### src/hdl/obstacle_run_detect_merge_macros.svh
// Assertion macros shared by the run detector RTL.
`ifndef OBSTACLE_RUN_DETECT_MERGE_MACROS_SVH
`define OBSTACLE_RUN_DETECT_MERGE_MACROS_SVH

// Check that cons holds in the same cycle as ante, outside reset.
`define ORDM_ASSERT_IMPLY(label, ante, cons, msg) \
  label: assert property (@(posedge clk_i) disable iff (!rst_ni) (ante) |-> (cons)) \
    else $error(msg);

// Check that cons holds in the cycle after ante, outside reset.
`define ORDM_ASSERT_NEXT(label, ante, cons, msg) \
  label: assert property (@(posedge clk_i) disable iff (!rst_ni) (ante) |=> (cons)) \
    else $error(msg);

`endif

### src/hdl/ordm_pkg.sv
// Types and constants of the blocked-run detector and merger.
package ordm_pkg;

  localparam int unsigned COORD_W     = 24;
  localparam int unsigned IDX_W       = 16;
  localparam int unsigned GAP_W       = 20;
  localparam int unsigned ABS_W       = COORD_W + 1;
  localparam int unsigned SQ_W        = 2 * GAP_W;
  localparam int unsigned SUM_W       = SQ_W + 2;
  localparam int unsigned QUEUE_DEPTH = 4;

  localparam logic [GAP_W-1:0] GAP_RESET = GAP_W'(512);

  typedef logic signed [COORD_W-1:0] coord_t;

  typedef struct packed {
    coord_t x;
    coord_t y;
    coord_t z;
  } point_t;

  typedef struct packed {
    coord_t point_x;
    coord_t point_y;
    coord_t point_z;
    logic   hit;
    logic   last_point;
  } in_item_t;

  typedef struct packed {
    logic [IDX_W-1:0] start_index;
    logic [IDX_W-1:0] goal_index;
    coord_t           start_x;
    coord_t           start_y;
    coord_t           start_z;
    coord_t           goal_x;
    coord_t           goal_y;
    coord_t           goal_z;
    logic             last_of_run;
    logic             end_of_path;
  } out_item_t;

  // One blocked segment: start and goal indices and points.
  typedef struct packed {
    logic [IDX_W-1:0] start_idx;
    logic [IDX_W-1:0] goal_idx;
    point_t           origin_pt;
    point_t           goal_pt;
  } seg_t;

  // What one point asks of the back end: a run closed, the path ended, or both.
  typedef struct packed {
    logic close;
    logic last;
    seg_t seg;
  } event_t;

  typedef struct packed {
    event_t ev;
    logic   merge;
  } entry_t;

  typedef struct packed {
    logic full;
    logic empty;
  } queue_stat_t;

  typedef enum logic {
    STEP_FIRST,
    STEP_FLUSH
  } step_e;

endpackage

### src/hdl/ordm_queue.sv
// Short request queue between the front and back ends.
`include "obstacle_run_detect_merge_macros.svh"
module ordm_queue
  import ordm_pkg::*;
(
  input  logic        clk_i,
  input  logic        rst_ni,
  input  logic        push_i,
  input  entry_t      push_data_i,
  input  logic        pop_i,
  output entry_t      head_o,
  output queue_stat_t stat_o
);

  localparam int unsigned PTR_W = $clog2(QUEUE_DEPTH);

  entry_t           mem_q [QUEUE_DEPTH];
  logic [PTR_W-1:0] wr_ptr_q;
  logic [PTR_W-1:0] rd_ptr_q;
  logic [PTR_W:0]   count_q;

  // Track pointers and fill level
  always_ff @(posedge clk_i or negedge rst_ni) begin
    if (!rst_ni) begin
      wr_ptr_q <= '0;
      rd_ptr_q <= '0;
      count_q  <= '0;
    end else begin
      if (push_i) begin
        wr_ptr_q <= wr_ptr_q + PTR_W'(1);
      end
      if (pop_i) begin
        rd_ptr_q <= rd_ptr_q + PTR_W'(1);
      end
      if (push_i && !pop_i) begin
        count_q <= count_q + (PTR_W+1)'(1);
      end else if (pop_i && !push_i) begin
        count_q <= count_q - (PTR_W+1)'(1);
      end
    end
  end

  // Store requests
  always_ff @(posedge clk_i) begin
    if (push_i) begin
      mem_q[wr_ptr_q] <= push_data_i;
    end
  end

  assign head_o       = mem_q[rd_ptr_q];
  assign stat_o.full  = count_q == (PTR_W+1)'(QUEUE_DEPTH);
  assign stat_o.empty = count_q == '0;

  `ORDM_ASSERT_IMPLY(a_no_push_full, push_i, !stat_o.full, "push into full queue")
  `ORDM_ASSERT_IMPLY(a_no_pop_empty, pop_i, !stat_o.empty, "pop from empty queue")

endmodule

### config.mk
export PLATFORM = sky130hd
export DESIGN_NAME = ordm_queue
export DESIGN_NICKNAME = d
export VERILOG_FILES = /design/src/hdl/ordm_pkg.sv /design/src/hdl/ordm_queue.sv
export VERILOG_INCLUDE_DIRS = /design/src /design/src/hdl
export SDC_FILE = /design/constraint.sdc
export NUM_CORES = 1
export LEC_CHECK = 0
export ABC_CLOCK_PERIOD_IN_PS = 6400
export BUFFER_PORTS_ARGS = -buffer_cell sky130_fd_sc_hd__buf_2
export CORE_MARGIN = 2
export CORE_UTILIZATION = 45
export CTS_CLUSTER_SIZE = 12
export DETAILED_ROUTE_END_ITERATION = 16
export PLACE_DENSITY_LB_ADDON = 0.2
export SETUP_SLACK_MARGIN = 0.1
export SLEW_MARGIN = 10
export SYNTH_ARGS = -nofsm -noshare
export SYNTH_HDL_FRONTEND = slang
export SYNTH_SLANG_ARGS = --single-unit
### constraint.sdc
create_clock -name clk_i -period 6.4 [get_ports clk_i]
set_input_delay 1.28 -clock clk_i [delete_from_list [all_inputs] [get_ports clk_i]]
set_output_delay 1.28 -clock clk_i [all_outputs]
set_load 0.01 [all_outputs]
# After elaboration in Yosys (flattened, before gate mapping)
# Memories as Yosys holds them, arrays and structs flattened.
# Cells that the tools add are included.
# word_totals
romBits,0
out_inout_bits,181
memories,1
ff_bits,7
latchBits,0
ramBits,716
in_bits,183
# memory_table
memory,words,word_bits,read_ports,rd_clocked_by_memory_dff,wr,line_no,rtl
mem_q,4,179,1,0,1,ordm_queue.sv:17,entry_t mem_q [QUEUE_DEPTH];
# op_classes
bitwise_logic,0
addsub,4
n_div,0
order_cmp,0
shift,0
eq_ne,1
n_mux,4
n_mul,0
reduce_logical,6
# ops
op,n
$mux 3,2
$add 2x1->2 const B,2
$add 3x1->3 const B,1
$eq 3x3->1 const B,1
$logic_not 3->1,1
$sub 3x1->3 const B,1
$logic_and 1x1->1,2
$logic_not 1->1,2
$mux 1,2
$reduce_bool 2->1,1

# Depth between registers and ports, before layout
# logic_depth
word_depth,4
depth_mapped,7

# Worst setup path before layout
# OpenSTA, ideal clock, no wires.
# synth_timing
kind,input-to-reg
start,input port push_i
end,memory mem_q[1][0] in the netlist's numbering (enable)
path_buffers,0
arrival_ns,5.350
required_ns,5.840
cell_stages,1
setup_slack_ns,0.490
setup_ns,0.560
cell_sequence,and2_1
# synth_between
elab_chain_cells,2
# synth_rtl
element,line_no,rtl
start: declaration,ordm_queue.sv:8,"input logic push_i,"
$mux 1,ordm_queue.sv:45,if (push_i) begin
$mux 1 (implied by the code),ordm_queue.sv:46,mem_q[wr_ptr_q] <= push_data_i;
end: declaration,ordm_queue.sv:17,
# No other way between the ends.

==> metrics.txt <==
worst setup margin 2.24 ns; Yosys top cell by area edfxtp_1; critical path type flop to output port; Flop pwr share 0.450; VDD IR max around 0.32 mV; GRT Util Overall 0.169; setup TNS 0 ns; DR pass1 iterations 4; Port Buffers 363; CTS tree done; syn nets 1158; critical path endpoint category output port; vias in the first global route 12197; Mapped Avg Cell Area 27.0 µm²; postcts setup bufs 0; Fillers roughly 4400; # IOs around 360; R2R setup slack 4.03 ns; H-tree depth 3; Initial DRC Count slightly below 600; M1 wire length 20500 µm; die area 60100 µm²; largest net degree at the start of global routing 98; crit path DAT 2.88 ns; power per cell area about 460 nW/µm²; Primary FF master, synth edfxtp_1; Place WS roughly 2.7 ns; hold violation total from the final report 0; RD Place Congestion 0.705; Final #Nets 1572; clock-pin slew on the worst setup and hold paths 0.05 ns; fin util 0.541; first-pass GRT wire length 75700 µm; CP endpoint head_o[147]; multi-input logic area between 4000 and 5000 µm²; Comb power frac 0.275; DRC Markers 0; Post-synth ARST share 0.00968; Synth warnings 0; P_sw slightly above 4 mW; worst-case clock buffer depth 3; met3 wire len 3520 µm; clock share of power 0.275; Leak Pwr 10.5 nW; required time worst endpoint 5.12 ns; crit path max fanout 60; clk sink count between 700 and 800; FMAX 241 MHz; DR top layer met5; count of flip-flops with a built-in enable after synthesis 716; initial antenna violation count 7; core region area ~58000 µm²; most numerous cell in the Yosys netlist edfxtp_1; layout cells sized above 1 0.455; CP Launch Type flop; HPWL after DPL 29100 µm; Yosys cell types 20; Register Area 21700 µm²; Initial Util 0.455; Max-Cap Viols 0; status finished, final reports clean; Worst R2R End mem_q[2][114]; Die X-Extent roughly 250 µm; slew margin rel. 0.460; worst-skew pair later-pin latency 0.61 ns; Critical Path Source rd_ptr_q[0]; fin. max-slew vios 0; final antenna-violating net count 0; clock buffer count from CTS 75; WL/cell between 20 and 25 µm; synthesized area about 26000 µm²; CTS root buffer clkbuf_16; RSZ-0062 raised after global routing no; Int Power 10.3 mW; commonest cells in the netlist 716 x edfxtp_1, 179 x mux4_2, 21 x buf_2; period utilisation layout 0.650; DR vias/cell roughly 5.2; post-synthesis sequential area ratio 0.828; cells on worst reg2reg path 4; share of the synthesized area in the top cell type 0.821; met2 wire length around 25000 µm; Sw Share 0.286; worst hold path type flop to flop; actual slew at the worst max-slew pin about 0.81 ns; hold slack 0.500 ns; Mapped Cells 969; fin crit period approximately 4.2 ns; Layout area overhead 18.9%; total wire length a little over 50000 µm; Die Y 245 µm; Resized cells post-CTS 0; Reg-to-Reg Start wr_ptr_q[0]; top post-synthesis cells by area edfxtp_1 82%, mux4_2 15%, dfrtp_1 0.67%; final setup fails 0; CTS Hold Buffers Added 0; Overflow after GRT 0; WHS Path Cells 1; post-synthesis register bit count 723; Via Count 11487; clk_skew 0.0145 ns; site row count 88
-- metal layers --
layer,up-vias,track usage
met5,-,0
met4,12,0.0515
met3,103,0.0538
met2,287,0.270
met1,6043,0.223
li1,5042,-
-- final cells by class --
class	count	area share
Timing Repair Buffer	377	0.0645
Clock inverter	22	0.00514
Inverter	4	0.000482
Antenna cell	4	0.000321
Clock buffer	101	0.0664
Sequential cell	723	0.696
Multi-Input combinational cell	202	0.136
Tap cell	765	0.0307
-- registers in the layout (all words and copies together) (netlist names) --
name      flops
mem_q       716
count_q       3
rd_ptr_q      2
wr_ptr_q      2
-- power groups by stage --
stage | clock (mW) | combinational [mW] | sequential [mW]
global route | 4.27 | 4.28 | 6.58
floorplan | 0 | 2.68 | 6.57
global placement | 0 | 4.10 | 6.56
CTS | 4.10 | 4.11 | 6.51
finish | 3.97 | 3.96 | 6.49
detailed placement | 0 | 4.10 | 6.61
-- worst min path at each step --
stage,startpoint,endpoint,slack [ns]
2_1_floorplan,count_q[2],count_q[2],0.46
3_3_place_gp,count_q[2],count_q[2],0.47
3_5_place_dp,count_q[2],count_q[2],0.50
4_1_cts,rst_ni,count_q[2],0.47
5_1_grt,rst_ni,count_q[2],0.48
6_report,count_q[2],count_q[2],0.50
-- placed cells by master, fill, tap and decap left out, types with 2 or more instances in the layout --
| cell | netlist | final |
|---|---|---|
| clkinv_1 | 0 | 15 |
| dfrtp_1 | 7 | 5 |
| buf_12 | 0 | 7 |
| xnor2_1 | 2 | 2 |
| dfrtp_4 | 0 | 2 |
| nand2_1 | 2 | 2 |
| ha_1 | 5 | 5 |
| buf_4 | 1 | 7 |
| diode_2 | 0 | 4 |
| buf_2 | 21 | 363 |
| clkinv_2 | 0 | 2 |
| mux4_2 | 179 | 179 |
| edfxtp_1 | 716 | 716 |
| xor2_1 | 4 | 4 |
| and2_4 | 0 | 4 |
| clkinv_8 | 0 | 2 |
| clkbuf_16 | 0 | 79 |
| inv_1 | 4 | 4 |
| clkbuf_1 | 6 | 21 |
-- cell families (layout without fill, tap and decap cells) --
logic type / Yosys count / in the layout / share of synthesized area
and+or+nand+nor: 9 / 9 / 0.00186
buffers and inverters: 44 / 504 / 0.0106
other: 0 / 4 / 0
DFF: 723 / 723 / 0.828
xor gates and xnor gates: 6 / 6 / 0.00201
adders and majority gates: 6 / 6 / 0.00315
muxes: 180 / 180 / 0.154
AOI/OAI and AO/OA: 1 / 1 / 0.000191
-- worst max-delay path, stage by stage (launching register included) --
cell and delay [ns]:
dfrtp_4 0.95, buf_12 0.50, mux4_2 0.60, buf_2 0.16
-- stage by stage --
stage,power [mW],cells,cell area (µm²)
2_1_floorplan,9.25,969,26200
3_3_place_gp,10.7,2071,28900
3_5_place_dp,10.7,2071,28900
4_1_cts,14.7,2194,31100
5_1_grt,15.1,2195,31100
6_report,14.4,2198,31100
No activity file was read; power rests on OpenSTA's default activity.
