--- src/hdl/obstacle_run_detect_merge_macros.svh ---
// Assertion macros shared by the run detector RTL.
`ifndef OBSTACLE_RUN_DETECT_MERGE_MACROS_SVH
`define OBSTACLE_RUN_DETECT_MERGE_MACROS_SVH

// Check that cons holds in the same cycle as ante, outside reset.
`define ORDM_ASSERT_IMPLY(label, ante, cons, msg) \
  label: assert property (@(posedge clk_i) disable iff (!rst_ni) (ante) |-> (cons)) \
    else $error(msg);

// Check that cons holds in the cycle after ante, outside reset.
`define ORDM_ASSERT_NEXT(label, ante, cons, msg) \
  label: assert property (@(posedge clk_i) disable iff (!rst_ni) (ante) |=> (cons)) \
    else $error(msg);

`endif

--- src/hdl/ordm_pkg.sv ---
// Types and constants of the blocked-run detector and merger.
package ordm_pkg;

  localparam int unsigned COORD_W     = 24;
  localparam int unsigned IDX_W       = 16;
  localparam int unsigned GAP_W       = 20;
  localparam int unsigned ABS_W       = COORD_W + 1;
  localparam int unsigned SQ_W        = 2 * GAP_W;
  localparam int unsigned SUM_W       = SQ_W + 2;
  localparam int unsigned QUEUE_DEPTH = 4;

  localparam logic [GAP_W-1:0] GAP_RESET = GAP_W'(512);

  typedef logic signed [COORD_W-1:0] coord_t;

  typedef struct packed {
    coord_t x;
    coord_t y;
    coord_t z;
  } point_t;

  typedef struct packed {
    coord_t point_x;
    coord_t point_y;
    coord_t point_z;
    logic   hit;
    logic   last_point;
  } in_item_t;

  typedef struct packed {
    logic [IDX_W-1:0] start_index;
    logic [IDX_W-1:0] goal_index;
    coord_t           start_x;
    coord_t           start_y;
    coord_t           start_z;
    coord_t           goal_x;
    coord_t           goal_y;
    coord_t           goal_z;
    logic             last_of_run;
    logic             end_of_path;
  } out_item_t;

  // One blocked segment: start and goal indices and points.
  typedef struct packed {
    logic [IDX_W-1:0] start_idx;
    logic [IDX_W-1:0] goal_idx;
    point_t           origin_pt;
    point_t           goal_pt;
  } seg_t;

  // What one point asks of the back end: a run closed, the path ended, or both.
  typedef struct packed {
    logic close;
    logic last;
    seg_t seg;
  } event_t;

  typedef struct packed {
    event_t ev;
    logic   merge;
  } entry_t;

  typedef struct packed {
    logic full;
    logic empty;
  } queue_stat_t;

  typedef enum logic {
    STEP_FIRST,
    STEP_FLUSH
  } step_e;

endpackage

--- src/hdl/ordm_back.sv ---
// Back end: pending segment, merge or emit, and end-of-path flush.
`include "obstacle_run_detect_merge_macros.svh"
module ordm_back
  import ordm_pkg::*;
(
  input  logic        clk_i,
  input  logic        rst_ni,
  input  entry_t      head_i,
  input  queue_stat_t q_stat_i,
  output logic        pop_o,
  output logic        out_valid_o,
  output out_item_t   out_data_o,
  input  logic        out_stall_i
);

  step_e     step_q, step_d;
  logic      pv_q, pv_d;
  seg_t      pend_q, pend_d;
  logic      out_valid_q, out_valid_d;
  out_item_t out_q, out_d;

  logic      head_valid;
  logic      out_free;
  logic      load;
  logic      eop;
  logic      lor;
  logic      take_new;

  // Decide what the head request does this cycle
  always_comb begin
    head_valid = !q_stat_i.empty;
    out_free   = !out_valid_q || !out_stall_i;
    take_new   = head_i.ev.close && !(pv_q && head_i.merge);
    step_d     = step_q;
    pv_d       = pv_q;
    pend_d     = pend_q;
    pop_o      = 1'b0;
    load       = 1'b0;
    eop        = 1'b0;
    lor        = 1'b1;
    if (head_valid) begin
      case (step_q)
        STEP_FIRST: begin
          if (head_i.ev.close) begin
            if (!(take_new && pv_q) || out_free) begin
              // emit the old pending run when the new one does not merge
              load = take_new && pv_q;
              lor  = !head_i.ev.last;
              pv_d = 1'b1;
              if (take_new) begin
                pend_d = head_i.ev.seg;
              end else begin
                pend_d.goal_idx = head_i.ev.seg.goal_idx;
                pend_d.goal_pt  = head_i.ev.seg.goal_pt;
              end
              if (head_i.ev.last) begin
                step_d = STEP_FLUSH;
              end else begin
                pop_o = 1'b1;
              end
            end
          end else if (!pv_q) begin
            pop_o = 1'b1;
          end else if (out_free) begin
            load  = 1'b1;
            eop   = 1'b1;
            pv_d  = 1'b0;
            pop_o = 1'b1;
          end
        end
        STEP_FLUSH: begin
          if (out_free) begin
            load   = 1'b1;
            eop    = 1'b1;
            pv_d   = 1'b0;
            pop_o  = 1'b1;
            step_d = STEP_FIRST;
          end
        end
        default: step_d = STEP_FIRST;
      endcase
    end

    out_d.start_index = pend_q.start_idx;
    out_d.goal_index  = pend_q.goal_idx;
    out_d.start_x     = pend_q.origin_pt.x;
    out_d.start_y     = pend_q.origin_pt.y;
    out_d.start_z     = pend_q.origin_pt.z;
    out_d.goal_x      = pend_q.goal_pt.x;
    out_d.goal_y      = pend_q.goal_pt.y;
    out_d.goal_z      = pend_q.goal_pt.z;
    out_d.last_of_run = lor;
    out_d.end_of_path = eop;
    out_valid_d       = load || (out_valid_q && out_stall_i);
  end

  // Hold control state
  always_ff @(posedge clk_i or negedge rst_ni) begin
    if (!rst_ni) begin
      step_q      <= STEP_FIRST;
      pv_q        <= 1'b0;
      out_valid_q <= 1'b0;
    end else begin
      step_q      <= step_d;
      pv_q        <= pv_d;
      out_valid_q <= out_valid_d;
    end
  end

  // Hold pending segment and output payload
  always_ff @(posedge clk_i) begin
    pend_q <= pend_d;
    if (load) begin
      out_q <= out_d;
    end
  end

  assign out_valid_o = out_valid_q;
  assign out_data_o  = out_q;

  `ORDM_ASSERT_IMPLY(a_flush_has_pending, step_q == STEP_FLUSH, pv_q,
                     "flush step without pending run")
  `ORDM_ASSERT_IMPLY(a_eop_is_last, out_valid_q && out_q.end_of_path, out_q.last_of_run,
                     "end of path segment not marked last")
  `ORDM_ASSERT_NEXT(a_flush_clears, head_valid && step_q == STEP_FLUSH && out_free,
                    !pv_q && step_q == STEP_FIRST, "flush left pending run")

endmodule

--- config.mk ---
export PLATFORM = sky130hd
export DESIGN_NAME = ordm_back
export DESIGN_NICKNAME = d
export VERILOG_FILES = /design/src/hdl/ordm_pkg.sv /design/src/hdl/ordm_back.sv
export VERILOG_INCLUDE_DIRS = /design/src /design/src/hdl
export SDC_FILE = /design/constraint.sdc
export NUM_CORES = 1
export LEC_CHECK = 0
export ABC_AREA = 1
export ABC_CLOCK_PERIOD_IN_PS = 12800
export BUFFER_PORTS_ARGS = -buffer_cell sky130_fd_sc_hd__buf_2
export CAP_MARGIN = 10
export CORE_ASPECT_RATIO = 1.5
export CORE_UTILIZATION = 49
export DETAILED_ROUTE_END_ITERATION = 10
export PLACE_DENSITY = 0.78
export SYNTH_ARGS = -nofsm -noshare
export SYNTH_HDL_FRONTEND = slang
export SYNTH_SLANG_ARGS = --single-unit
--- constraint.sdc ---
create_clock -name clk_i -period 12.8 [get_ports clk_i]
set_input_delay 1.28 -clock clk_i [delete_from_list [all_inputs] [get_ports clk_i]]
set_output_delay 1.28 -clock clk_i [all_outputs]
set_load 0.01 [all_outputs]
Word level (Yosys, flattened, before mapping) --
Cells that the tools add are included.
Operators by class: muxes and demuxes 24, $mul 0, add/subtract/negate cells 0, reduce and logical (&&, ||, !) cells 16, magnitude comparators 0, bitwise logic cells 4, div/mod/pow operators 0, eq/ne operators 2, shift-type cells 0
Operators with widths (number):
- two-way mux 1 bit | 19
- one-hot mux 1 bit (2 select lines) | 5
- zero test 1 bit | 5
- AND reduction 5 bit | 1
- logical AND 1 bit | 4
- inverter 1 bit | 4
- AND reduction 4 bit | 1
- OR reduction 4 bit | 1
- logical OR 1 bit | 3
- != test 3 bit, second input constant | 1
- AND reduction 3 bit | 1
- != test 2 x 1 -> 1 bit, second input constant | 1
Storage, ports and cells: memories 0, input bits 184, latch bits 0, ROM bits 0, output and inout port bits 180, logic and storage cells 67, flip-flop bits (word level) 357, bits in writable memories 0

Depth between registers and ports, before layout --
depth in word-level cells 11, mapped depth 6, gate-level depth less buffers 6

Worst setup path before layout --
Ideal clock, no wire load.
kind input -> register, start point in head_i[0] (netlist name), end point reg out_q (netlist bit out_data_o[0]), enable pin, required time 12061 ps, cell stages on the path 3, buffers on the path 0, slack 2776 ps, setup time 739 ps, data arrival time 9286 ps, cells stage by stage nor2_4 > inv_1 > o21ai_1
Between the ends: word-level cells in the longest chain between the ends 10
RTL lines:
- start, declared | line ordm_back.sv:8 | input entry_t head_i,
- logical AND 1 bit * | line ordm_back.sv:33 | take_new = head_i.ev.close && !(pv_q && head_i.merge);
- zero test 1 bit * | line ordm_back.sv:33
- logical AND 1 bit * | line ordm_back.sv:33
- logical AND 1 bit * | line ordm_back.sv:45, ordm_back.sv:47
- zero test 1 bit | line ordm_back.sv:45 | if (!(take_new && pv_q) || out_free) begin
- logical OR 1 bit | line ordm_back.sv:45
- two-way mux 1 bit * | line ordm_back.sv:45
- two-way mux 1 bit * | line ordm_back.sv:44 | if (head_i.ev.close) begin
- one-hot mux 1 bit (2 select lines) * | line ordm_back.sv:42 | case (step_q)
- two-way mux 1 bit * | line ordm_back.sv:41 | if (head_valid) begin
- via load | line ordm_back.sv:24 | logic load;
- end signal, assigned | line ordm_back.sv:114 | out_q <= out_d;
- end, declared | line ordm_back.sv:20 | out_item_t out_q, out_d;
The timed path passes the listed nets; every way through them passes the cells marked *. A chain may end at the register's enable or synchronous reset.

Worst setup path after layout --
start point in out_stall_i, end point out pop_o
Between the ends: word-level cells in the longest chain between the ends 7, elaborated cells between the ends (all ways) 9, classes of those cells 6 x mux; 3 x reduce/logical
RTL lines:
- start, declared | line ordm_back.sv:13 | input logic out_stall_i
- zero test 1 bit * | line ordm_back.sv:32 | out_free = !out_valid_q || !out_stall_i;
- logical OR 1 bit * | line ordm_back.sv:32
- two-way mux 1 bit or logical OR 1 bit (tied branches) | line ordm_back.sv:64, ordm_back.sv:72, ordm_back.sv:45
- two-way mux 1 bit, on equally long branches | line ordm_back.sv:62, ordm_back.sv:45
- two-way mux 1 bit | line ordm_back.sv:44
- one-hot mux 1 bit (2 select lines) * | line ordm_back.sv:42
- two-way mux 1 bit * | line ordm_back.sv:41
- end, declared | line ordm_back.sv:10 | output logic pop_o,
Mark *: on every way between the ends. The rest lies on a longest branch, timed or not.

==> flow_metrics.tcl <==
set metrics [dict create \
    outcome "finished clean" \
    die_w_um 124 \
    drive_above_1_share_pct 51.5 \
    numCtsBuffers 31 \
    synth-seq-cells 357 \
    start_kind "primary input" \
    ys_seq_area_share_pct 98.4 \
    groute.usage.overall_pct 17.0 \
    setup-tns-final_ns 0 \
    slew_violations 0 \
    h-tree-depth 1 \
    fin_crit_ns 3.36 \
    cp.required_ns 11.52 \
    layout_setup_ws_ns 9.44 \
    die_area_um2 22800 \
    yosysWarnings 0 \
    hold_depth 0 \
    drt_iter0_drc 300 \
    yosysTopAreaCellShare_pct 97.7 \
    critPathMaxStageDelay_ns 0.16 \
    max_freq_mhz 297 \
    p_comb_share_pct 8.5 \
    grt_overflow 0 \
    postCtsSetupBuffers 0 \
    drcViolationCount 0 \
    cts_hold_buf 0 \
    p_sw_uw 548 \
    wl_um 20100 \
    grt_pass1_wl_um 28200 \
    clk_pin_slew_ns 0.06 \
    drv_cap 0 \
    clockPowerShare_pct 34.0 \
    tritoncts "yes" \
    ir_drop_v 0.000129 \
    placementRows 66 \
    internal-power_uw 1980 \
    grt_max_degree 79 \
    syn_area_per_cell_um2 27.8 \
    end_kind "output port" \
    antenna_found_initial 5 \
    p_leak_uw 0.00535 \
    path_cells "buf_2 > nand2_2 > nand2_2 > o21ai_1 > inv_1 > a21oi_1 > buf_2" \
    skew_ns 0.0111 \
    cts_max_path_buffers 3 \
    syn_inst 391 \
    crit_buf_inv 3 \
    hold_path_class "flip-flop to flip-flop" \
    gp_congestion 0.778 \
    syn-cell-area_um2 10900 \
    switching_share_pct 21.7 \
    relSlewSlack_pct 36.6 \
    ys_types 16 \
    worstMarginPinSlew_ns 0.951 \
    route.vias.total 5117 \
    crit_family "buffers and inverters" \
    cts_resized 0 \
    place_ws_ns 9.23 \
    setup_viol 0 \
    grt_pass1_vias 5247 \
    pwr-share-seq_pct 57.5 \
    worst-path-stages 7 \
    viasPerCell 4.69 \
    final_nets 975 \
    cp.arrival_ns 2.08 \
    wire_per_inst_um 18.5 \
    cts_root_buf "clkbuf_16" \
    min_period_over_period_pct 26.3 \
    powerDensity_nw_per_um2 180 \
    initial_core_util_pct 50.1 \
    critical_path_class "primary input to output port" \
    cts_sinks 357 \
    cp_max_fo 4 \
    synth_top_cell_by_area "edfxtp_1" \
    die_h_um 185 \
    synthTopCellsByArea "edfxtp_1 98%, dfrtp_1 0.69%, inv_1 0.34%" \
    portBuffers 362 \
    fin_cells 1090 \
    hold_viol_final 0 \
    rr_worst_depth 6 \
    core-area_um2 21700 \
    dp_hpwl_um 14300 \
    first_pass_iters 6 \
    dp_cells 1030 \
    clk-insertion-delay-late_ns 0.54 \
    syn_to_final_growth_pct 29.1 \
    syn_nets 575 \
    rsz0062_at_grt "no" \
    total_power_uw 2530 \
    io_pins 364 \
    ant_nets 0 \
    slowest_stage "buf_2" \
]
[power groups by stage]
stage          logic (uW)  registers (uW)  clock network [uW]
6_report              214            1450                 860
3_5_place_dp          217            1480                   0
5_1_grt               233            1460                 924
4_1_cts               218            1460                 881
2_1_floorplan        53.2            1550                   0
3_3_place_gp          211            1470                   0
[layout make-up]
type | count | area, um2
fill | 1487 | 7670
timing repair buffer | 367 | 1850
clock inverter | 18 | 140
sequential | 357 | 10700
antenna | 4 | 10.0
tap | 272 | 340
clock buffer | 38 | 802
multi-input combinational | 23 | 160
inverter | 11 | 42.5
[placed cells by master, fill, tap and decap left out, types with 2 or more instances in the layout]
| cell | count |
|---|---|
| buf_2 | 362 |
| edfxtp_1 | 354 |
| clkbuf_16 | 31 |
| inv_1 | 9 |
| clkinv_1 | 8 |
| clkbuf_1 | 7 |
| clkinv_2 | 6 |
| buf_4 | 5 |
| diode_2 | 4 |
| nand2_1 | 4 |
| nand3_1 | 4 |
| nand2_2 | 3 |
| dfrtp_1 | 3 |
| o21ai_1 | 2 |
| bufinv_16 | 2 |
| clkinv_4 | 2 |
[cell families (layout without fill, tap and decap cells)]
logic type	after synthesis	count (layout)	share of synthesized area, %
AND/OR/NAND/NOR	15	15	0.839
flip-flops	357	357	98.4
buffers and inverters	11	434	0.379
AO/OA/AOI/OAI	8	8	0.425
other	0	4	0
[Yosys cell counts (all sizes together)]
library cell	number
nand3	5
o211ai	1
edfxtp	354
nand4	1
nand2	7
inv	11
nor2	2
dfrtp	3
a21oi	3
o21ai	4
[stage by stage]
step	hold slack [ns]	area, um2	util [%]
floorplan	0.400	10900	-
global placement	0.400	13100	60.3
detailed placement	0.405	13100	60.3
CTS	0.406	14000	64.6
global route	0.409	14000	64.7
finish	0.411	14000	64.7
[worst register-to-register path, stage by stage, from the launching register on]
cell     delay [ns]
dfrtp_1        0.46
inv_2          0.09
o21ai_0        0.16
nand2_1        0.14
o21ai_4        0.09
buf_4          0.49
buf_4          0.77
[registers in the layout, summed over array words and instances (netlist names)]
signal and cells:
out_d 176, out_data_o 178, out_valid_o 1, pv_q 1
step_q 1
[per-layer routing]
metal	track usage [%]	wire (um)	vias up
met5	0	13	-
met3	5.97	1970	50
met2	30.7	10900	248
met4	7.52	679	2
met1	17.4	6580	2444
li1	-	-	2373
[final timing paths]
path / startpoint / end / slack [ns]
setup / recovery: out_stall_i / pop_o / 9.44
min in group asynchronous: rst_ni / step_q$_DFFE_PN0N_ / 0.53
setup reg to reg: pv_q$_DFFE_PN0P_ / out_data_o[138]$_DFFE_PP_ / 10.19
max in group asynchronous: rst_ni / pv_q$_DFFE_PN0P_ / 12.16
hold reg to reg: out_d[9]$_DFFE_PP_ / out_data_o[9]$_DFFE_PP_ / 0.41
hold / removal: out_d[9]$_DFFE_PP_ / out_data_o[9]$_DFFE_PP_ / 0.41
Power figures use the tool's default switching activity.
