--- src/hdl/obstacle_run_detect_merge_macros.svh ---
// Assertion macros shared by the run detector RTL.
`ifndef OBSTACLE_RUN_DETECT_MERGE_MACROS_SVH
`define OBSTACLE_RUN_DETECT_MERGE_MACROS_SVH

// Check that cons holds in the same cycle as ante, outside reset.
`define ORDM_ASSERT_IMPLY(label, ante, cons, msg) \
  label: assert property (@(posedge clk_i) disable iff (!rst_ni) (ante) |-> (cons)) \
    else $error(msg);

// Check that cons holds in the cycle after ante, outside reset.
`define ORDM_ASSERT_NEXT(label, ante, cons, msg) \
  label: assert property (@(posedge clk_i) disable iff (!rst_ni) (ante) |=> (cons)) \
    else $error(msg);

`endif

--- src/hdl/ordm_pkg.sv ---
// Types and constants of the blocked-run detector and merger.
package ordm_pkg;

  localparam int unsigned COORD_W     = 24;
  localparam int unsigned IDX_W       = 16;
  localparam int unsigned GAP_W       = 20;
  localparam int unsigned ABS_W       = COORD_W + 1;
  localparam int unsigned SQ_W        = 2 * GAP_W;
  localparam int unsigned SUM_W       = SQ_W + 2;
  localparam int unsigned QUEUE_DEPTH = 4;

  localparam logic [GAP_W-1:0] GAP_RESET = GAP_W'(512);

  typedef logic signed [COORD_W-1:0] coord_t;

  typedef struct packed {
    coord_t x;
    coord_t y;
    coord_t z;
  } point_t;

  typedef struct packed {
    coord_t point_x;
    coord_t point_y;
    coord_t point_z;
    logic   hit;
    logic   last_point;
  } in_item_t;

  typedef struct packed {
    logic [IDX_W-1:0] start_index;
    logic [IDX_W-1:0] goal_index;
    coord_t           start_x;
    coord_t           start_y;
    coord_t           start_z;
    coord_t           goal_x;
    coord_t           goal_y;
    coord_t           goal_z;
    logic             last_of_run;
    logic             end_of_path;
  } out_item_t;

  // One blocked segment: start and goal indices and points.
  typedef struct packed {
    logic [IDX_W-1:0] start_idx;
    logic [IDX_W-1:0] goal_idx;
    point_t           origin_pt;
    point_t           goal_pt;
  } seg_t;

  // What one point asks of the back end: a run closed, the path ended, or both.
  typedef struct packed {
    logic close;
    logic last;
    seg_t seg;
  } event_t;

  typedef struct packed {
    event_t ev;
    logic   merge;
  } entry_t;

  typedef struct packed {
    logic full;
    logic empty;
  } queue_stat_t;

  typedef enum logic {
    STEP_FIRST,
    STEP_FLUSH
  } step_e;

endpackage

--- src/hdl/ordm_front.sv ---
// Front end: point window, run open/close detection and pipelined gap compare.
module ordm_front
  import ordm_pkg::*;
#(
  parameter int unsigned MARGIN     = 3,
  parameter int unsigned MAX_POINTS = 65536
) (
  input  logic             clk_i,
  input  logic             rst_ni,
  input  logic             in_valid_i,
  input  in_item_t         in_data_i,
  input  logic             adv_i,
  input  logic [GAP_W-1:0] merge_gap_i,
  output logic             push_o,
  output entry_t           push_data_o
);

  localparam int unsigned WIN   = 2 * MARGIN + 1;
  localparam int unsigned CNT_W = $clog2(MAX_POINTS);
  localparam logic [CNT_W-1:0] CNT_MAX = CNT_W'(MAX_POINTS - 1);

  function automatic logic [ABS_W-1:0] abs_diff(coord_t a, coord_t b);
    logic signed [ABS_W-1:0] d;
    d = ABS_W'(a) - ABS_W'(b);
    return d[ABS_W-1] ? $unsigned(-d) : $unsigned(d);
  endfunction

  // Window and run state
  point_t           win_q [WIN];
  logic [WIN-1:0]   hit_q, hit_d;
  logic [CNT_W-1:0] count_q, count_d;
  logic             inside_q, inside_d;
  logic [IDX_W-1:0] open_idx_q;
  point_t           open_pt_q;
  point_t           last_goal_q;

  // Pipeline stages
  logic             a_valid_q, b_valid_q, c_valid_q, d_valid_q;
  event_t           a_ev_q, b_ev_q, c_ev_q, d_ev_q;
  point_t           a_prev_q;
  logic [ABS_W-1:0] b_abs_q [3];
  logic             b_over_q, c_over_q;
  logic [SQ_W-1:0]  c_sq_q [3];
  logic [SQ_W-1:0]  gap_sq_q;
  logic             d_merge_q;

  logic             acc;
  logic             judge;
  logic             do_open;
  logic             do_close;
  point_t           cur_pt;
  event_t           a_ev_d;
  logic [SUM_W-1:0] sq_sum;
  logic             over_b;

  // Classify the arriving point against the window center
  always_comb begin
    acc      = in_valid_i && adv_i;
    judge    = 32'(count_q) >= 32'(2 * MARGIN);
    do_open  = acc && judge && !inside_q && hit_q[MARGIN-1];
    do_close = acc && judge && inside_q && !hit_q[MARGIN-1];
    cur_pt   = '{x: in_data_i.point_x, y: in_data_i.point_y, z: in_data_i.point_z};

    a_ev_d.close          = do_close;
    a_ev_d.last           = in_data_i.last_point;
    a_ev_d.seg.start_idx  = open_idx_q;
    a_ev_d.seg.goal_idx   = IDX_W'(count_q);
    a_ev_d.seg.origin_pt  = open_pt_q;
    a_ev_d.seg.goal_pt    = cur_pt;

    hit_d    = hit_q;
    count_d  = count_q;
    inside_d = inside_q;
    if (acc) begin
      hit_d = {hit_q[WIN-2:0], in_data_i.hit};
      if (count_q < CNT_MAX) begin
        count_d = count_q + CNT_W'(1);
      end
      if (do_open) begin
        inside_d = 1'b1;
      end else if (do_close) begin
        inside_d = 1'b0;
      end
      // end of path: empty window, restart at index zero
      if (in_data_i.last_point) begin
        hit_d    = '0;
        count_d  = '0;
        inside_d = 1'b0;
      end
    end
  end

  // Hold control state
  always_ff @(posedge clk_i or negedge rst_ni) begin
    if (!rst_ni) begin
      hit_q     <= '0;
      count_q   <= '0;
      inside_q  <= 1'b0;
      a_valid_q <= 1'b0;
      b_valid_q <= 1'b0;
      c_valid_q <= 1'b0;
      d_valid_q <= 1'b0;
    end else begin
      hit_q    <= hit_d;
      count_q  <= count_d;
      inside_q <= inside_d;
      if (adv_i) begin
        a_valid_q <= do_close || (acc && in_data_i.last_point);
        b_valid_q <= a_valid_q;
        c_valid_q <= b_valid_q;
        d_valid_q <= c_valid_q;
      end
    end
  end

  // Shift the window coordinates and capture run endpoints
  always_ff @(posedge clk_i) begin
    if (acc) begin
      win_q[0] <= cur_pt;
      for (int i = 1; i < WIN; i++) begin
        win_q[i] <= win_q[i-1];
      end
    end
    if (do_open) begin
      open_idx_q <= IDX_W'(count_q - CNT_W'(2 * MARGIN));
      open_pt_q  <= win_q[WIN-2];
    end
    if (do_close) begin
      last_goal_q <= cur_pt;
    end
  end

  // Compare each axis gap with the merge limit
  always_comb begin
    over_b = (abs_diff(a_prev_q.x, a_ev_q.seg.origin_pt.x) > ABS_W'(merge_gap_i))
          || (abs_diff(a_prev_q.y, a_ev_q.seg.origin_pt.y) > ABS_W'(merge_gap_i))
          || (abs_diff(a_prev_q.z, a_ev_q.seg.origin_pt.z) > ABS_W'(merge_gap_i));
    sq_sum = SUM_W'(c_sq_q[0]) + SUM_W'(c_sq_q[1]) + SUM_W'(c_sq_q[2]);
  end

  // Advance the gap pipeline: differences, squares, sum compare
  always_ff @(posedge clk_i) begin
    gap_sq_q <= merge_gap_i * merge_gap_i;
    if (adv_i) begin
      a_ev_q     <= a_ev_d;
      a_prev_q   <= last_goal_q;
      b_ev_q     <= a_ev_q;
      b_abs_q[0] <= abs_diff(a_prev_q.x, a_ev_q.seg.origin_pt.x);
      b_abs_q[1] <= abs_diff(a_prev_q.y, a_ev_q.seg.origin_pt.y);
      b_abs_q[2] <= abs_diff(a_prev_q.z, a_ev_q.seg.origin_pt.z);
      b_over_q   <= over_b;
      c_ev_q     <= b_ev_q;
      c_over_q   <= b_over_q;
      for (int i = 0; i < 3; i++) begin
        c_sq_q[i] <= b_abs_q[i][GAP_W-1:0] * b_abs_q[i][GAP_W-1:0];
      end
      d_ev_q    <= c_ev_q;
      d_merge_q <= !c_over_q && (sq_sum <= SUM_W'(gap_sq_q));
    end
  end

  assign push_o            = d_valid_q && adv_i;
  assign push_data_o.ev    = d_ev_q;
  assign push_data_o.merge = d_merge_q;

endmodule

--- config.mk ---
export PLATFORM = sky130hd
export DESIGN_NAME = ordm_front
export DESIGN_NICKNAME = d
export VERILOG_FILES = /design/src/hdl/obstacle_run_detect_merge_macros.svh /design/src/hdl/ordm_pkg.sv /design/src/hdl/ordm_front.sv
export SDC_FILE = /design/constraint.sdc
export NUM_CORES = 2
export LEC_CHECK = 0
export ABC_AREA = 1
export BUFFER_PORTS_ARGS = -buffer_cell sky130_fd_sc_hd__buf_2
export CAP_MARGIN = 20
export CORE_ASPECT_RATIO = 1.25
export CORE_MARGIN = 8
export CORE_UTILIZATION = 45
export DETAILED_ROUTE_END_ITERATION = 12
export HOLD_SLACK_MARGIN = 0.08
export SLEW_MARGIN = 0
export SYNTH_ARGS = -nofsm -noshare
export SYNTH_HDL_FRONTEND = slang
export SYNTH_SLANG_ARGS = --single-unit
--- constraint.sdc ---
create_clock -name clk_i -period 10.03 [get_ports clk_i]
set_clock_uncertainty 0.15 [all_clocks]
set_input_delay 1.003 -clock clk_i [delete_from_list [all_inputs] [get_ports clk_i]]
set_output_delay 1.003 -clock clk_i [all_outputs]
set_load 0.02 [all_outputs]
Yosys cells after proc, flatten, opt, wreduce, memory -nomap -nowiden:

Memory sizes are Yosys's and may differ from the RTL's.
Index checks and enable logic that the tools add are counted.

* reduce and logical (&&, ||, !) cells: 19
* add/subtract/negate cells: 10
* muxes and demuxes: 13
* magnitude comparators: 6
* $mul: 4

Operator list (count)
* $mul 20x20->40: 4
* $gt 25x20->1: 3
* $mux 25: 3
* $neg 25->25: 3
* $sub 24x24->25: 3
* $add 41x40->42: 1
* $le 42x40->1: 1
* $add 40x40->41: 1
* $mux 16: 2
* $add 16x1->16 const B: 1
* $ge 16x3->1 const B: 1
* $lt 16x16->1 const B: 1
* $sub 16x3->16 const B: 1
* $logic_and 1x1->1: 9
* $mux 1: 7
* $reduce_and 2->1: 2
* $logic_not 1->1: 3
* $logic_or 1x1->1: 3
* $mux 3: 1
* $reduce_bool 3->1: 1
* $reduce_bool 2->1: 1

* memories kept: 3
* bits in registers: 1011
* logic and storage cells: 116
* bits of input ports: 98
* bits in writable memories: 699
* output and inout port bits: 180

Memory list
* win_q: depth 7, bits a word 72, rd ports 6, clocked after Yosys merged registers in 0, write ports 7, line ordm_front.sv:29 `point_t win_q [WIN];`
* c_sq_q: depth 3, bits a word 40, rd ports 3, clocked after Yosys merged registers in 0, write ports 3, line ordm_front.sv:43 `logic [SQ_W-1:0] c_sq_q [3];`
* b_abs_q: depth 3, bits a word 25, rd ports 3, clocked after Yosys merged registers in 0, write ports 3, line ordm_front.sv:41 `logic [ABS_W-1:0] b_abs_q [3];`

Longest topological paths before layout:

* depth after elaboration: 7
* gate-level depth with buffers: 37
* gate-level depth less buffers: 37

Least setup slack after synthesis:

Ideal clock, no wire load.

* path kind: input to register
* from: input adv_i
* to: register a_ev_q[177] (netlist name), data pin
* cell stages on the path: 5
* buffers on the path: 1
* path slack: -6447 ps
* setup time: 1192 ps
* required time: 8688 ps
* arrival time: 15136 ps
* path through: buf_2 nand2_1 inv_1 nand2_1 nor3_1

RTL lines
* start: declaration: line ordm_front.sv:12 `input logic adv_i,`
* end signal: assignment: line ordm_front.sv:145 `a_ev_q <= a_ev_d;`
* end: declaration: line ordm_front.sv:39 `event_t a_ev_q, b_ev_q, c_ev_q, d_ev_q;`

==> run metrics <==
status=complete, no violations; fin cells=13.4k; vias in the first global route=72.6k; synthesized area per cell=11.1 um^2; Remaining Overflow, GRT=0; via count=66.8k; final worst path period share=0.746; count of cell types in the netlist=61; clk_lat worst skew=~0.81 ns; router iterations before antenna repair=7; initial antenna violation count=33; FF+latch count, synth=1619; final hold viol count=0; EDFF count, synth=1556; die area=257000 um^2; worst hold endpoint=win_q[3][22]; Hold Path Class=flop to flop; global-route wire length before repair=399000 um; largest net degree at the start of global routing=186; die width=455 um; DR WL/cell=roughly 19 um; Fillers=21.6k; input/output buffers=277; All-Layer GR Usage=0.195; TritonCTS clock tree=yes; top-count cell post-synth=inv_1; reg2reg setup slack=2.55 ns; reg-to-reg endpoint=c_sq_q[0][76]; clock buffer depth=4; Final setup viols=0; Layout Nets=approximately 12k; CP max stage cell=edfxtp_1; total CTS buffers=164; Site Rows=201; DRT antenna net count=0; CTS H-tree lvls=4; Yosys warnings=0; crit-path max FO=20; RSZ-0062 raised after global routing=no; R2R cell count=22; Core ar.=240000 um^2; Async SR Flop Fraction=0.0148; Yosys top cell area share=0.430; Mapped Area=about 110000 um^2; number of max-cap violations=0; total negative setup slack=0 ns; post-cts resize count=0; Residual DRC=0; Setup crit end kind=flop; Clock Pin Slew Worst Setup and Hold Paths=0.07 ns; CTS Root Cell=clkbuf_16; HPWL after DPL=199000 um; Worst Hold Launch=win_q[2][22]; reg-to-reg startpoint=b_abs_q[0][29]; Worst EP required=around 10 ns; startpoint types=flop; Yosys top cell by area=edfxtp_1; crit-path cells=nand2_1 > fa_1 > inv_1 > fa_1 > fa_1 > fa_1 > inv_1 > fa_1 > inv_1 > fa_1 > fa_1 > ha_1 > a21oi_1 > inv_1 > a31oi_1 > a21boi_0 > o21bai_1 > a21oi_1 > o21ai_1 > nand2_1 > nand2_1 > xor2_1; die height=565 um; Crit Path Class=flop to flop; Arrival @ worst endpoint=around 7.9 ns; Final Routed Wirelength=251000 um; max_slew headroom=0.236; P&R area growth vs syn=9.65%; ys flop type=edfxtp_1; Final GP Congestion=0.904; Cells after Synth=9775; layout cells sized above 1=0.0652; Seq/Total Area, Yosys=0.443; hold path depth=0; Fmax=0.134 GHz; Ports=278; CTS Sinks=1619; Slew Limit Fails=0; Worst Tran Pin Value=1.14 ns; Avg Vias per Cell=between 4 and 5; Tmin final=7.48 ns; placed cells=13.1k; synth top area cells=edfxtp_1 (43%), fa_1 (21%), ha_1 (9.5%), inv_1 (7.8%), nand2_1 (6.3%); initial DRC count=4442; Post-synth top cells=inv_1 (2245), nand2_1 (1825), edfxtp_1 (1556); initial core utilization=0.453; biggest cell delay along the critical path=1.01 ns; CP most frequent cell=fa_1
[cells by family after synthesis]
group / synth area share
flip-flops: 0.443
buffers and inverters: 0.0840
AO/OA/AOI/OAI: 0.0398
adder cells (fa/ha/maj): 0.308
AND/OR/NAND/NOR: 0.0992
other: 0.0000691
XOR/XNOR: 0.0261
[how the worst max path moves through the flow]
stage / startpoint / end / slack, ns / cells past startpoint
after CTS: b_abs_q[0][3] / c_sq_q[0][39] / 2.57 / 24
after detailed placement: merge_gap_i[5] / gap_sq_q[35] / 2.30 / 24
after global routing: b_abs_q[0][27] / c_sq_q[0][76] / 2.08 / 22
after global placement: merge_gap_i[6] / gap_sq_q[31] / 2.31 / 26
final: b_abs_q[0][29] / c_sq_q[0][76] / 2.55 / 22
after floorplan: adv_i / a_ev_q[177] / 0.29 / 5
[final cells by class]
type                    instances  area (um^2)  area share
diodes                         13         32.5    0.000273
clock buffers                 192         4220      0.0354
clock inverters                98          945     0.00793
inverters                    2256         8470      0.0711
multi-input cells            5732        51400       0.432
flip-flops and latches       1619        48100       0.404
well taps                    3146         3940      0.0330
repair buffers                349         1980      0.0166
[state kept, by name, indices dropped and copies added, names as in the netlist, 3 cells and up]
name	flops
count_q	16
open_idx_q	16
b_abs_q	60
push_data_o	178
a_ev_q	178
c_sq_q	117
a_ev_d	72
last_goal_q	72
c_ev_q	178
win_q	432
b_ev_q	178
gap_sq_q	39
hit_q	3
a_prev_q	72
[cell usage in the layout (no fill, tap or decap), types with 164 or more instances in the layout]
master,count
fa_1,1154
nand2_1,1825
xor2_1,220
inv_1,2244
nor2_1,445
clkbuf_16,164
ha_1,828
edfxtp_1,1556
a21oi_1,368
buf_2,276
nand3_1,199
[critical path, delay by kind of cell (launching register included)]
family | cells | cell delay, ns
adders and majority gates | 8 | 3.90
AOI/OAI and AO/OA | 6 | 1.39
DFF | 1 | 1.01
and+or+nand+nor | 3 | 0.34
buffers and inverters | 4 | 0.26
xor gates and xnor gates | 1 | 0.15
[per-stage QoR]
| step | utilization | setup slack, ns | instance area, um^2 | hold slack, ns |
|---|---|---|---|---|
| 3_3_place_gp | 0.475 | 2.31 | 114000 | 0.250 |
| 5_1_grt | 0.496 | 2.08 | 119000 | 0.209 |
| 4_1_cts | 0.496 | 2.57 | 119000 | 0.190 |
| 6_report | 0.496 | 2.55 | 119000 | 0.226 |
| 3_5_place_dp | 0.475 | 2.30 | 114000 | 0.255 |
| 2_1_floorplan | - | 0.292 | 109000 | 0.250 |
[metal layers]
metal / up-vias / wire length, um / track usage
met5: - / 110 / 0
met4: 18 / 11000 / 0.0789
met3: 483 / 12800 / 0.0317
met2: 1475 / 126000 / 0.346
met1: 33100 / 101000 / 0.238
li1: 31700 / - / -
[what timing repair did]
action                    4_1_cts  5_1_grt
hold endpoints to repair       24        0
setup buffers                   0        0
hold buffers                    1        0
Power is left out: the tool's default activity adds up to more than one toggle a clock period on the data nets, which glitch-free logic cannot reach.
